==> src/rtl/core/ttt_pkg.sv <==
`default_nettype none

package ttt_pkg;

  localparam int NUM_SLOTS   = 16;
  localparam int SLOT_IDX_W  = (NUM_SLOTS > 1) ? $clog2(NUM_SLOTS) : 1;
  // the slot field is 4 bits wide, so at most sixteen slots take part in a scan
  localparam int SCAN_N      = (NUM_SLOTS < 16) ? NUM_SLOTS : 16;

  localparam int MODE_W = 2;
  localparam int SLOT_W = 4;
  localparam int DUR_W  = 32;
  localparam int CORE_W = 8;
  localparam int VEC_W  = 8;
  localparam int CNT_W  = 64;

  localparam logic [MODE_W-1:0] MODE_TICK    = 2'd0;
  localparam logic [MODE_W-1:0] MODE_ARM     = 2'd1;
  localparam logic [MODE_W-1:0] MODE_RELEASE = 2'd2;

  localparam int                CFG_ADDR_W      = 2;
  localparam logic [CFG_ADDR_W-1:0] ADDR_WAKE_VECTOR = 2'd0;
  localparam logic [VEC_W-1:0]  WAKE_VECTOR_RST = 8'd32;

  typedef enum logic [1:0] {
    ST_FREE    = 2'd0,
    ST_ARMED   = 2'd1,
    ST_PENDING = 2'd2
  } slot_st_t;

  typedef struct packed {
    logic [DUR_W-1:0]  duration;
    logic [CNT_W-1:0]  start;
    logic [CORE_W-1:0] core;
    logic              cb;
  } slot_ent_t;

  localparam int ENT_W = $bits(slot_ent_t);

  typedef struct packed {
    logic [SLOT_W-1:0] slot;
    logic              action;
    logic [CORE_W-1:0] core;
    logic [VEC_W-1:0]  vector;
  } res_t;

  typedef struct packed {
    logic tick_start;
    logic arm;
    logic rel;
    logic step;
    logic flush;
  } cmd_t;

  typedef struct packed {
    logic hit;
    logic held_v;
    logic out_free;
    logic idx_last;
  } sts_t;

endpackage

`default_nettype wire

==> src/rtl/core/ttt_ram.sv <==
`default_nettype none

module ttt_ram #(
  parameter int WIDTH = 8,
  parameter int DEPTH = 16
) (
  input  wire logic                                      clk,
  input  wire logic                                      wr_en,
  input  wire logic [((DEPTH > 1) ? $clog2(DEPTH) : 1)-1:0] wr_addr,
  input  wire logic [WIDTH-1:0]                          wr_data,
  input  wire logic                                      rd_en,
  input  wire logic [((DEPTH > 1) ? $clog2(DEPTH) : 1)-1:0] rd_addr,
  output logic      [WIDTH-1:0]                          rd_data
);

  logic [WIDTH-1:0] mem [DEPTH];

  always_ff @(posedge clk) begin
    if (wr_en) begin
      mem[wr_addr] <= wr_data;
    end
    if (rd_en) begin
      rd_data <= mem[rd_addr];
    end
  end

endmodule

`default_nettype wire

==> src/rtl/core/ttt_ctrl.sv <==
`default_nettype none

module ttt_ctrl
  import ttt_pkg::*;
(
  input  wire logic              clk,
  input  wire logic              rst_n,
  input  wire logic              in_valid,
  input  wire logic [MODE_W-1:0] in_mode,
  output logic                   in_stall,
  input  wire sts_t              sts,
  output cmd_t                   cmd
);

  typedef enum logic [2:0] {
    S_IDLE  = 3'b001,
    S_SCAN  = 3'b010,
    S_FLUSH = 3'b100
  } state_t;

  state_t state_r, state_nxt;
  logic   accept;
  logic   step;

  assign in_stall = (state_r != S_IDLE);
  assign accept   = in_valid && !in_stall;

  // a hit may only advance once the held result has somewhere to go
  assign step = (state_r == S_SCAN) && (!sts.hit || !sts.held_v || sts.out_free);

  always_comb begin
    cmd.tick_start = accept && (in_mode == MODE_TICK);
    cmd.arm        = accept && (in_mode == MODE_ARM);
    cmd.rel        = accept && (in_mode == MODE_RELEASE);
    cmd.step       = step;
    cmd.flush      = (state_r == S_FLUSH) && sts.held_v && sts.out_free;
  end

  always_comb begin
    state_nxt = state_r;
    unique case (state_r)
      S_IDLE: begin
        if (cmd.tick_start) begin
          state_nxt = S_SCAN;
        end
      end
      S_SCAN: begin
        if (step && sts.idx_last) begin
          state_nxt = S_FLUSH;
        end
      end
      S_FLUSH: begin
        if (!sts.held_v || sts.out_free) begin
          state_nxt = S_IDLE;
        end
      end
      default: state_nxt = S_IDLE;
    endcase
  end

  always_ff @(posedge clk) begin
    if (!rst_n) begin
      state_r <= S_IDLE;
    end else begin
      state_r <= state_nxt;
    end
  end

  a_idle_no_held: assert property (@(posedge clk) disable iff (!rst_n)
    !in_stall |-> !sts.held_v)
    else $error("held result left behind when returning to idle");

  a_flush_ends: assert property (@(posedge clk) disable iff (!rst_n)
    cmd.flush |=> (state_r == S_IDLE))
    else $error("flush did not end the tick");

  a_scan_from_tick: assert property (@(posedge clk) disable iff (!rst_n)
    ((state_r == S_SCAN) && ($past(state_r) == S_IDLE)) |-> $past(cmd.tick_start))
    else $error("scan started without a tick");

endmodule

`default_nettype wire

==> src/rtl/core/ttt_dp.sv <==
`default_nettype none

module ttt_dp
  import ttt_pkg::*;
(
  input  wire logic              clk,
  input  wire logic              rst_n,
  input  wire cmd_t              cmd,
  output sts_t                   sts,
  input  wire logic [SLOT_W-1:0] in_slot,
  input  wire logic [DUR_W-1:0]  in_duration,
  input  wire logic [CORE_W-1:0] in_target_core,
  input  wire logic              in_run_callback,
  input  wire logic [VEC_W-1:0]  wake_vector,
  input  wire logic              out_stall,
  output logic                   out_valid,
  output logic [SLOT_W-1:0]      out_expired_slot,
  output logic                   out_action,
  output logic [CORE_W-1:0]      out_wake_core,
  output logic [VEC_W-1:0]       out_vector,
  output logic                   out_last
);

  logic [CNT_W-1:0]      cnt_r, cnt_nxt;
  logic [SLOT_IDX_W-1:0] idx_r, idx_nxt;
  slot_st_t              status_r [NUM_SLOTS];
  slot_st_t              status_nxt [NUM_SLOTS];
  logic                  held_v_r, held_v_nxt;
  res_t                  held_r, held_nxt;
  logic                  out_valid_r, out_valid_nxt;
  res_t                  out_r, out_nxt;
  logic                  out_last_r, out_last_nxt;

  logic [SLOT_IDX_W-1:0] slot_ix;
  logic                  slot_ok;
  logic                  wr_en;
  slot_ent_t             wr_ent;
  logic                  rd_en;
  logic [SLOT_IDX_W-1:0] rd_addr;
  logic [ENT_W-1:0]      rd_data;
  slot_ent_t             ent;
  logic [CNT_W-1:0]      elapsed;
  logic                  hit;
  logic                  idx_last;
  logic                  out_free;
  res_t                  new_res;

  assign slot_ix = SLOT_IDX_W'(in_slot);
  assign slot_ok = (32'(in_slot) < 32'(NUM_SLOTS));

  assign wr_en  = cmd.arm && slot_ok;
  assign wr_ent = '{duration: in_duration, start: cnt_r, core: in_target_core,
                    cb: in_run_callback};

  assign idx_last = (idx_r == SLOT_IDX_W'(SCAN_N - 1));

  // prefetch the next slot while the current one is checked
  assign rd_en   = cmd.tick_start || (cmd.step && !idx_last);
  assign rd_addr = cmd.tick_start ? '0 : SLOT_IDX_W'(idx_r + SLOT_IDX_W'(1));

  ttt_ram #(
    .WIDTH (ENT_W),
    .DEPTH (NUM_SLOTS)
  ) u_slot_ram (
    .clk     (clk),
    .wr_en   (wr_en),
    .wr_addr (slot_ix),
    .wr_data (wr_ent),
    .rd_en   (rd_en),
    .rd_addr (rd_addr),
    .rd_data (rd_data)
  );

  assign ent     = slot_ent_t'(rd_data);
  assign elapsed = cnt_r - ent.start;
  assign hit     = (status_r[idx_r] == ST_ARMED) && (elapsed >= CNT_W'(ent.duration));

  assign out_free = !out_valid_r || !out_stall;

  always_comb begin
    new_res.slot   = SLOT_W'(idx_r);
    new_res.action = ent.cb;
    new_res.core   = ent.cb ? '0 : ent.core;
    new_res.vector = ent.cb ? '0 : wake_vector;
  end

  always_comb begin
    sts.hit      = hit;
    sts.held_v   = held_v_r;
    sts.out_free = out_free;
    sts.idx_last = idx_last;
  end

  always_comb begin
    cnt_nxt       = cnt_r;
    idx_nxt       = idx_r;
    status_nxt    = status_r;
    held_v_nxt    = held_v_r;
    held_nxt      = held_r;
    out_valid_nxt = out_valid_r && out_stall;
    out_nxt       = out_r;
    out_last_nxt  = out_last_r;

    if (cmd.tick_start) begin
      // wrap from all ones straight to one
      cnt_nxt = (cnt_r == '1) ? CNT_W'(1) : cnt_r + CNT_W'(1);
      idx_nxt = '0;
    end
    if (wr_en) begin
      status_nxt[slot_ix] = (in_duration != '0) ? ST_ARMED : ST_FREE;
    end
    if (cmd.rel && slot_ok && (status_r[slot_ix] == ST_PENDING)) begin
      status_nxt[slot_ix] = ST_FREE;
    end
    if (cmd.step) begin
      if (!idx_last) begin
        idx_nxt = SLOT_IDX_W'(idx_r + SLOT_IDX_W'(1));
      end
      if (hit) begin
        status_nxt[idx_r] = ent.cb ? ST_PENDING : ST_FREE;
        // a later hit proves the held one is not the last beat
        if (held_v_r) begin
          out_valid_nxt = 1'b1;
          out_nxt       = held_r;
          out_last_nxt  = 1'b0;
        end
        held_nxt   = new_res;
        held_v_nxt = 1'b1;
      end
    end
    if (cmd.flush) begin
      out_valid_nxt = 1'b1;
      out_nxt       = held_r;
      out_last_nxt  = 1'b1;
      held_v_nxt    = 1'b0;
    end
  end

  always_ff @(posedge clk) begin
    if (!rst_n) begin
      cnt_r       <= '0;
      idx_r       <= '0;
      held_v_r    <= 1'b0;
      out_valid_r <= 1'b0;
      for (int i = 0; i < NUM_SLOTS; i++) begin
        status_r[i] <= ST_FREE;
      end
    end else begin
      cnt_r       <= cnt_nxt;
      idx_r       <= idx_nxt;
      held_v_r    <= held_v_nxt;
      out_valid_r <= out_valid_nxt;
      status_r    <= status_nxt;
    end
  end

  always_ff @(posedge clk) begin
    held_r     <= held_nxt;
    out_r      <= out_nxt;
    out_last_r <= out_last_nxt;
  end

  assign out_valid        = out_valid_r;
  assign out_expired_slot = out_r.slot;
  assign out_action       = out_r.action;
  assign out_wake_core    = out_r.core;
  assign out_vector       = out_r.vector;
  assign out_last         = out_last_r;

  a_no_rw_clash: assert property (@(posedge clk) disable iff (!rst_n)
    !(rd_en && wr_en))
    else $error("slot RAM read and write in the same cycle");

  a_hit_leaves_armed: assert property (@(posedge clk) disable iff (!rst_n)
    (cmd.step && hit) |=> (status_r[$past(idx_r)] != ST_ARMED))
    else $error("expired slot still armed");

  a_tick_advances: assert property (@(posedge clk) disable iff (!rst_n)
    cmd.tick_start |=> ((cnt_r != $past(cnt_r)) && (cnt_r != '0)))
    else $error("tick count did not advance");

endmodule

`default_nettype wire

==> src/rtl/core/tick_timeout_table.sv <==
`default_nettype none

// Channel  Direction  Handshake         Beat carries
// in_      input      in_valid/in_stall  mode, slot, duration, target_core, run_callback
// out_     output     out_valid/out_stall expired_slot, action, wake_core, vector, last
// cfg      input      APB psel/penable  wake_vector register at byte address 0
//
// Arm and release are each done in the cycle they are accepted. A tick reads and
// checks one slot of the slot RAM per cycle, while no expiry is held up by a full,
// stalled output register, then flushes the last held expiry. Such a stall holds the
// tick whenever an expiry, or the final flush, meets a held result.
// Reset (synchronous, rst_n low) clears the tick count, frees all slots and sets
// wake_vector to 32; slot contents in RAM stay as they were.

module tick_timeout_table
  import ttt_pkg::*;
(
  input  wire logic                  clk,
  input  wire logic                  rst_n,

  input  wire logic                  in_valid,
  output logic                       in_stall,
  input  wire logic [MODE_W-1:0]     in_mode,
  input  wire logic [SLOT_W-1:0]     in_slot,
  input  wire logic [DUR_W-1:0]      in_duration,
  input  wire logic [CORE_W-1:0]     in_target_core,
  input  wire logic                  in_run_callback,

  output logic                       out_valid,
  input  wire logic                  out_stall,
  output logic [SLOT_W-1:0]          out_expired_slot,
  output logic                       out_action,
  output logic [CORE_W-1:0]          out_wake_core,
  output logic [VEC_W-1:0]           out_vector,
  output logic                       out_last,

  input  wire logic                  psel,
  input  wire logic                  penable,
  input  wire logic                  pwrite,
  input  wire logic [CFG_ADDR_W-1:0] paddr,
  input  wire logic [31:0]           pwdata,
  output logic [31:0]                prdata,
  output logic                       pready
);

  logic [VEC_W-1:0] wake_vector_r, wake_vector_nxt;
  logic             cfg_wr;
  cmd_t             cmd;
  sts_t             sts;

  assign pready = 1'b1;
  assign cfg_wr = psel && penable && pwrite && pready && (paddr == ADDR_WAKE_VECTOR);

  assign wake_vector_nxt = cfg_wr ? pwdata[VEC_W-1:0] : wake_vector_r;
  assign prdata = (paddr == ADDR_WAKE_VECTOR) ? 32'(wake_vector_r) : '0;

  always_ff @(posedge clk) begin
    if (!rst_n) begin
      wake_vector_r <= WAKE_VECTOR_RST;
    end else begin
      wake_vector_r <= wake_vector_nxt;
    end
  end

  ttt_ctrl u_ctrl (
    .clk      (clk),
    .rst_n    (rst_n),
    .in_valid (in_valid),
    .in_mode  (in_mode),
    .in_stall (in_stall),
    .sts      (sts),
    .cmd      (cmd)
  );

  ttt_dp u_dp (
    .clk              (clk),
    .rst_n            (rst_n),
    .cmd              (cmd),
    .sts              (sts),
    .in_slot          (in_slot),
    .in_duration      (in_duration),
    .in_target_core   (in_target_core),
    .in_run_callback  (in_run_callback),
    .wake_vector      (wake_vector_r),
    .out_stall        (out_stall),
    .out_valid        (out_valid),
    .out_expired_slot (out_expired_slot),
    .out_action       (out_action),
    .out_wake_core    (out_wake_core),
    .out_vector       (out_vector),
    .out_last         (out_last)
  );

endmodule

`default_nettype wire
==> config.mk <==
export PLATFORM = sky130hd
export DESIGN_NAME = tick_timeout_table
export DESIGN_NICKNAME = d
export VERILOG_FILES = /design/src/rtl/core/ttt_pkg.sv /design/src/rtl/core/ttt_ram.sv /design/src/rtl/core/ttt_ctrl.sv /design/src/rtl/core/ttt_dp.sv /design/src/rtl/core/tick_timeout_table.sv
export SDC_FILE = /design/constraint.sdc
export NUM_CORES = 2
export LEC_CHECK = 0
export BUFFER_PORTS_ARGS = -buffer_cell sky130_fd_sc_hd__buf_2
export CAP_MARGIN = 0
export CORE_MARGIN = 2
export CORE_UTILIZATION = 55
export CTS_BUF_LIST = sky130_fd_sc_hd__clkbuf_8
export DETAILED_ROUTE_END_ITERATION = 8
export PLACE_DENSITY_LB_ADDON = 0.08
export REMOVE_ABC_BUFFERS = 1
export SETUP_SLACK_MARGIN = 0.3
export SLEW_MARGIN = 20
export SYNTH_ARGS = -nofsm -noshare
export SYNTH_HDL_FRONTEND = slang
export SYNTH_SLANG_ARGS = --single-unit
==> constraint.sdc <==
create_clock -name clk -period 29 [get_ports clk]
set_input_delay 5.8 -clock clk [delete_from_list [all_inputs] [get_ports clk]]
set_output_delay 5.8 -clock clk [all_outputs]
set_load 0.1 [all_outputs]
# Yosys cells after proc, flatten, opt, wreduce, memory -nomap -nowiden
# Memories as Yosys holds them, arrays and structs flattened. A register that Yosys moved wholly into a read port is not among the register bits.
# Index checks and enable logic that the tools add are counted.
# word_totals
ff_bits	156
mem_bits_rw	1680
elab_cells	135
n_memories	1
# classes
n_addsub	3
order_cmp	5
n_eq_ne	13
mux	38
bitwise	5
n_reduce_logical	39
# mem_list
name	words	width	read_ports	rd_ports_with_merged_regs	wr	line_no	text
u_dp.u_slot_ram.mem	16	105	1	1	1	ttt_ram.sv:16	logic [WIDTH-1:0] mem [DEPTH];
# ops
operator	count
$mux W32	4
$mux W21	4
$add A64 B1 Y64 const B	1
$bwmux W32	2
$eq A64 B64 Y1 const B	1
$ge A64 B32 Y1	1
$mux W64	1
$sub A64 B64 Y64	1
$and A32 B32 Y32	1
$not A32 Y32	1
$reduce_bool A32 Y1	1
$logic_and A1 B1 Y1	17
$bmux W2 S4	2
$demux W2 S4	2
$mux W4	4
$mux W2	7
$ge A5 B5 Y1 const B	2
$lt A5 B1 Y1 const B	2
$not A4 Y5	2
$mux W3	3
$pmux W3 S3	1
$reduce_and A3 Y1	3
$mux W8	1
$mux W1	7
other kinds (17)	32

# Longest topological paths before layout
# depth
ltp_word	13
depth_mapped	25
mapped_depth_nobuf	24

# Hierarchy
# From an unflattened synthesis, not the netlist that was laid out.
# unflattened
hier_cells	4397
hier_area_um2	79055.8
# by_module_without_submodules
mod	instances	cells_per_inst	area_each_um2
ttt_ram	1	2688	65979.5
ttt_dp	1	1613	12278.0
tick_timeout_table	1	72	590.6
ttt_ctrl	1	24	207.7

# Worst setup path after synthesis
# OpenSTA, ideal clock, no wires.
# synth_timing
path_type	input to register
start	input in_slot[0]
end	register u_dp.status_r[0] (netlist bit)
setup_time_ns	0.122
arrival_ns	14.552
setup_slack_ns	14.326
stages	6
n_path_buf	2
cell_sequence	clkbuf_1 clkbuf_1 nand2_1 nor3_1 o21ai_0 and3_1
# synth_via
elab_chain_len	12
elab_cells_between_ends	19
classes_between	order compare: 2; eq/ne: 1; mux: 11; bitwise: 3; reduce/logical: 2
# synth_lines
item	line_no	text
start, declared	tick_timeout_table.sv:24	input wire logic [SLOT_W-1:0] in_slot,
$not A4 Y5 (*)	ttt_dp.sv:110, ttt_dp.sv:112, ttt_dp.sv:113	
$ge A5 B5 Y1 (implied by the code) or $lt A5 B1 Y1 (tied branches)	ttt_dp.sv:110, ttt_dp.sv:113	
$logic_and A1 B1 Y1 (implied by the code)	ttt_dp.sv:110, ttt_dp.sv:113	
$mux W2	ttt_dp.sv:110, ttt_dp.sv:113	
$demux W2 S4	ttt_dp.sv:110, ttt_dp.sv:113	
$bwmux W32	ttt_dp.sv:110	status_nxt[slot_ix] = (in_duration != '0) ? ST_ARMED : ST_FREE;
$mux W32	ttt_dp.sv:109	if (wr_en) begin
$and A32 B32 Y32 (no line)	--	
$mux W32 (*)	ttt_dp.sv:112	if (cmd.rel && slot_ok && (status_r[slot_ix] == ST_PENDING)) begin
$bwmux W32	ttt_dp.sv:120	status_nxt[idx_r] = ent.cb ? ST_PENDING : ST_FREE;
$mux W32	ttt_dp.sv:119	if (hit) begin
$mux W32 (*)	ttt_dp.sv:115	if (cmd.step) begin
end signal, assigned	ttt_dp.sv:153	status_r <= status_nxt;
end, declared	ttt_dp.sv:26	slot_st_t status_r [NUM_SLOTS];
# Mark *: on every way between the ends. The rest lies on a longest branch, timed or not. The select of a mux whose other input is x is not followed.
# A chain may end at the register's enable or synchronous reset.

# Worst setup path after layout
# layout_timing
start	input paddr[1]
end	output prdata[7]
# layout_via
elab_chain_len	2
# layout_lines
item	line_no	text
start, declared	tick_timeout_table.sv:40	input wire logic [CFG_ADDR_W-1:0] paddr,
$logic_not A2 Y1	tick_timeout_table.sv:55	assign prdata = (paddr == ADDR_WAKE_VECTOR) ? 32'(wake_vector_r) : '0;
$mux W8	tick_timeout_table.sv:55	
end, declared	tick_timeout_table.sv:42	output logic [31:0] prdata,
# Every way passes these cells.

==> results.py <==
metrics = {
    "floorplanning": {
        "die_w_um": 390.3,
        "die_area_sq_um": 152300,
        "rows": 141,
        "dieHeight_um": 390.3,
        "initial_core_util": 0.5545,
        "top_level_ports": 145,
        "coreArea_sq_um": 148000,
    },
    "detailed_routing": {
        "drt_iter0_markers": 5048,
        "routed_wl_um": 219400,
        "vias_per_cell": 6.138,
        "drc": 0,
        "firstDrtPassIters": 6,
        "dr_total_vias": 52270,
        "antenna_left": 0,
        "avgRoutedWirePerCell_um": 25.76,
    },
    "synthesis": {
        "ys_seq_area_frac": 0.6962,
        "synthArstFlopShare": 0,
        "yosys.area.top_type": "edfxtp_1",
        "syn_area_per_cell_sq_um": 13.19,
        "synth.distinct_cells": 88,
        "synth_warnings": 0,
        "synth_compound_area_frac": 0.06401,
        "synth_ff_type": "edfxtp_1",
        "syn-cell-area_sq_um": 82080,
        "synth-edff-count": 1827,
        "synth-simple-area-share": 0.1276,
        "synth_xor_area_frac": 0.01088,
        "post-synth-top-count-cell": "edfxtp_1",
        "muxShareOfSynthArea": 0.06009,
        "yosysTopAreaCellShare": 0.6684,
        "syn_inst": 6223,
        "ys_ff_latch": 1941,
        "synth_fa_ha_area_frac": 0.01549,
        "synth_top_family_by_area": "simple AND/OR/NAND/NOR gates",
        "ys_top_cells_by_count": "1827 x edfxtp_1, 1107 x nand2_1, 744 x nand3_1",
        "synth_area_leaders": "edfxtp_1 67%, nand2_1 5.1%, nand3_1 4.5%",
    },
    "sta": {
        "tns_ps": 0,
        "setup_violations": 0,
        "finalCritPeriodShare": 0.4348,
        "slew_viol_final": 0,
        "tightestPinTransition_ps": 1112,
        "fin_crit_ps": 12610,
        "finalHoldViolations": 0,
        "hold_ws_ps": 413.5,
        "clock.fmax_ghz": 0.07931,
        "slew_headroom": 0.2589,
        "skew_ps": 94.12,
        "rsz0062_at_grt": "false",
    },
    "clocking": {
        "path_clk_slew_ps": 60,
        "postCtsSetupBuffers": 0,
        "cts_root_buffer": "clkbuf_8",
        "clock_latency_ps": 1020,
        "clockBufferDepth": 4,
        "htree_levels": 5,
        "cts_tree": "built",
        "clkSinkCount": 1941,
        "cts_resized": 0,
        "cts_buffers": 330,
        "hold_buffers": 0,
    },
    "min_path": {
        "hold_start": "u_dp.held_r[14]",
        "hold_class": "reg -> reg",
    },
    "finish": {
        "drive_above_1_share": 0.1252,
        "area_delta_synth_final_pct": 9.817,
        "nets": 6537,
        "fillers": 11560,
        "final_util": 0.6090,
    },
    "critical_path": {
        "r2r-end": "u_dp.out_expired_slot[1]",
        "rr_startpoint": "u_dp.cnt_r[18]",
        "worstPathRequired_ps": 23200,
        "rr_worst_depth": 21,
        "endpoint": "prdata[7]",
        "cpMostUsedCell": "buf_2",
        "slowest_stage": "buf_2",
        "critPathLaunchType": "input pin",
        "worstSetupPathDepth": 4,
        "cp_cell_sequence": "buf_2, nor2_1, and2_1, buf_2",
        "r2r_slack_ps": 20610,
        "worst-setup-path-type": "in -> out",
        "critPathMaxStageDelay_ps": 420,
        "worst-endpoint-arrival_ps": 6810,
        "cp_max_fo": 9,
        "crit_path_start": "paddr[1]",
        "cp-end-kind": "output port",
        "crit_family": "buffers and inverters",
        "critPathBufInv": 2,
    },
    "placement": {
        "place_congestion": 0.9374,
        "place_hpwl_um": 113700,
        "io_buffer_count": 95,
    },
    "pwr": {
        "p_per_area_nw_per_um2": 66.31,
        "p_leak_nw": 32.38,
        "ir_worst_vdd_v": 0.00005305,
        "power_mw": 5.977,
    },
    "grt": {
        "grt_pass1_vias": 51060,
        "grt_pass1_wl_um": 324800,
        "grt-ovfl-total": 0,
        "antenna_found_initial": 5,
        "grt_max_degree": 201,
        "grt_usage": 0.2861,
    },
    "run": {
        "drv_cap": 0,
    },
    "status": {
        "status": "finished clean",
    },
}
## registers in the layout (all words and copies together) (netlist names), 3 cells and up
name	flops
u_dp.u_slot_ram.mem	1680
u_dp.idx_r	4
u_dp.out_expired_slot	4
u_dp.held_r	21
u_dp.cnt_r	64
u_dp.u_slot_ram.rd_data	105
u_dp.out_vector	8
wake_vector_r	8
u_ctrl.state_r	3
u_dp.status_r	32
u_dp.out_wake_core	8
## per-layer routing
layer,up-vias,GRT usage,part of all wire
met5,-,0,0.00013
met4,6,0.08986,0.026
met3,431,0.03730,0.067
met2,2125,0.4729,0.48
met1,26120,0.3970,0.43
li1,23590,-,-
## worst min path at each step
| stage | end | slack, ps | cells after the start |
|---|---|---|---|
| 6_report | u_dp.out_wake_core[6] | 410 | 0 |
| 4_1_cts | u_dp.out_wake_core[6] | 410 | 0 |
| 2_1_floorplan | u_dp.out_action | 400 | 0 |
| 3_3_place_gp | u_dp.out_vector[5] | 400 | 0 |
| 3_5_place_dp | u_dp.out_expired_slot[2] | 400 | 0 |
| 5_1_grt | u_dp.out_expired_slot[0] | 420 | 0 |
## placed cells by master, fill, tap and decap left out, types with 59 or more instances in the layout
master | Yosys | final
dfxtp_1 | 114 | 113
clkinv_1 | 0 | 69
edfxtp_1 | 1827 | 1827
ha_1 | 100 | 99
mux2i_1 | 216 | 216
nand3_1 | 744 | 743
a31oi_1 | 111 | 111
nand2_1 | 1107 | 1103
buf_4 | 26 | 64
clkbuf_8 | 0 | 352
o211ai_1 | 96 | 96
o311ai_0 | 84 | 84
o21ai_0 | 78 | 78
buf_2 | 14 | 95
a21oi_1 | 223 | 223
nand4_1 | 59 | 59
xor2_1 | 67 | 66
nor2_1 | 172 | 170
inv_1 | 135 | 238
mux2_2 | 194 | 194
## final cells by class
class,count,area [sq um],share of cell area
clock buffer,352,4845,0.05375
antenna,2,5.005,0.00005552
multi-input combinational,3774,23050,0.2557
clock inverter,216,991.0,0.01099
inverter,135,579.3,0.006427
tap,1930,2415,0.02679
sequential,1941,57150,0.6340
timing repair buffer,166,1104,0.01224
## power by group
| part | switching, mW | internal [mW] | leakage [nW] |
|---|---|---|---|
| Clock | 1.05 | 1.15 | 3.41 |
| Combinational | 0.450 | 0.191 | 10.1 |
| Sequential | 0.0193 | 3.11 | 18.9 |
| Total | 1.52 | 4.45 | 32.4 |
## kinds of logic (layout without fill, tap and decap cells)
family                     count (synthesis)  in the layout
DFF                                     1941           1941
and+or+nand+nor                         2325           2325
AOI/OAI and AO/OA                        785            785
xor gates and xnor gates                 102            102
buffers and inverters                    531            869
other                                      2             27
muxes                                    436            436
adders and majority gates                101            101
## stage by stage
stage / setup slack, ps / cells / cell area, sq um
4_1_cts: 16380 / 8513 / 90110
6_report: 16390 / 8516 / 90140
3_5_place_dp: 16380 / 7945 / 84270
3_3_place_gp: 16380 / 7945 / 84270
2_1_floorplan: -16070 / 5850 / 80570
5_1_grt: 16230 / 8515 / 90140
No activity file was read; power rests on OpenSTA's default activity.
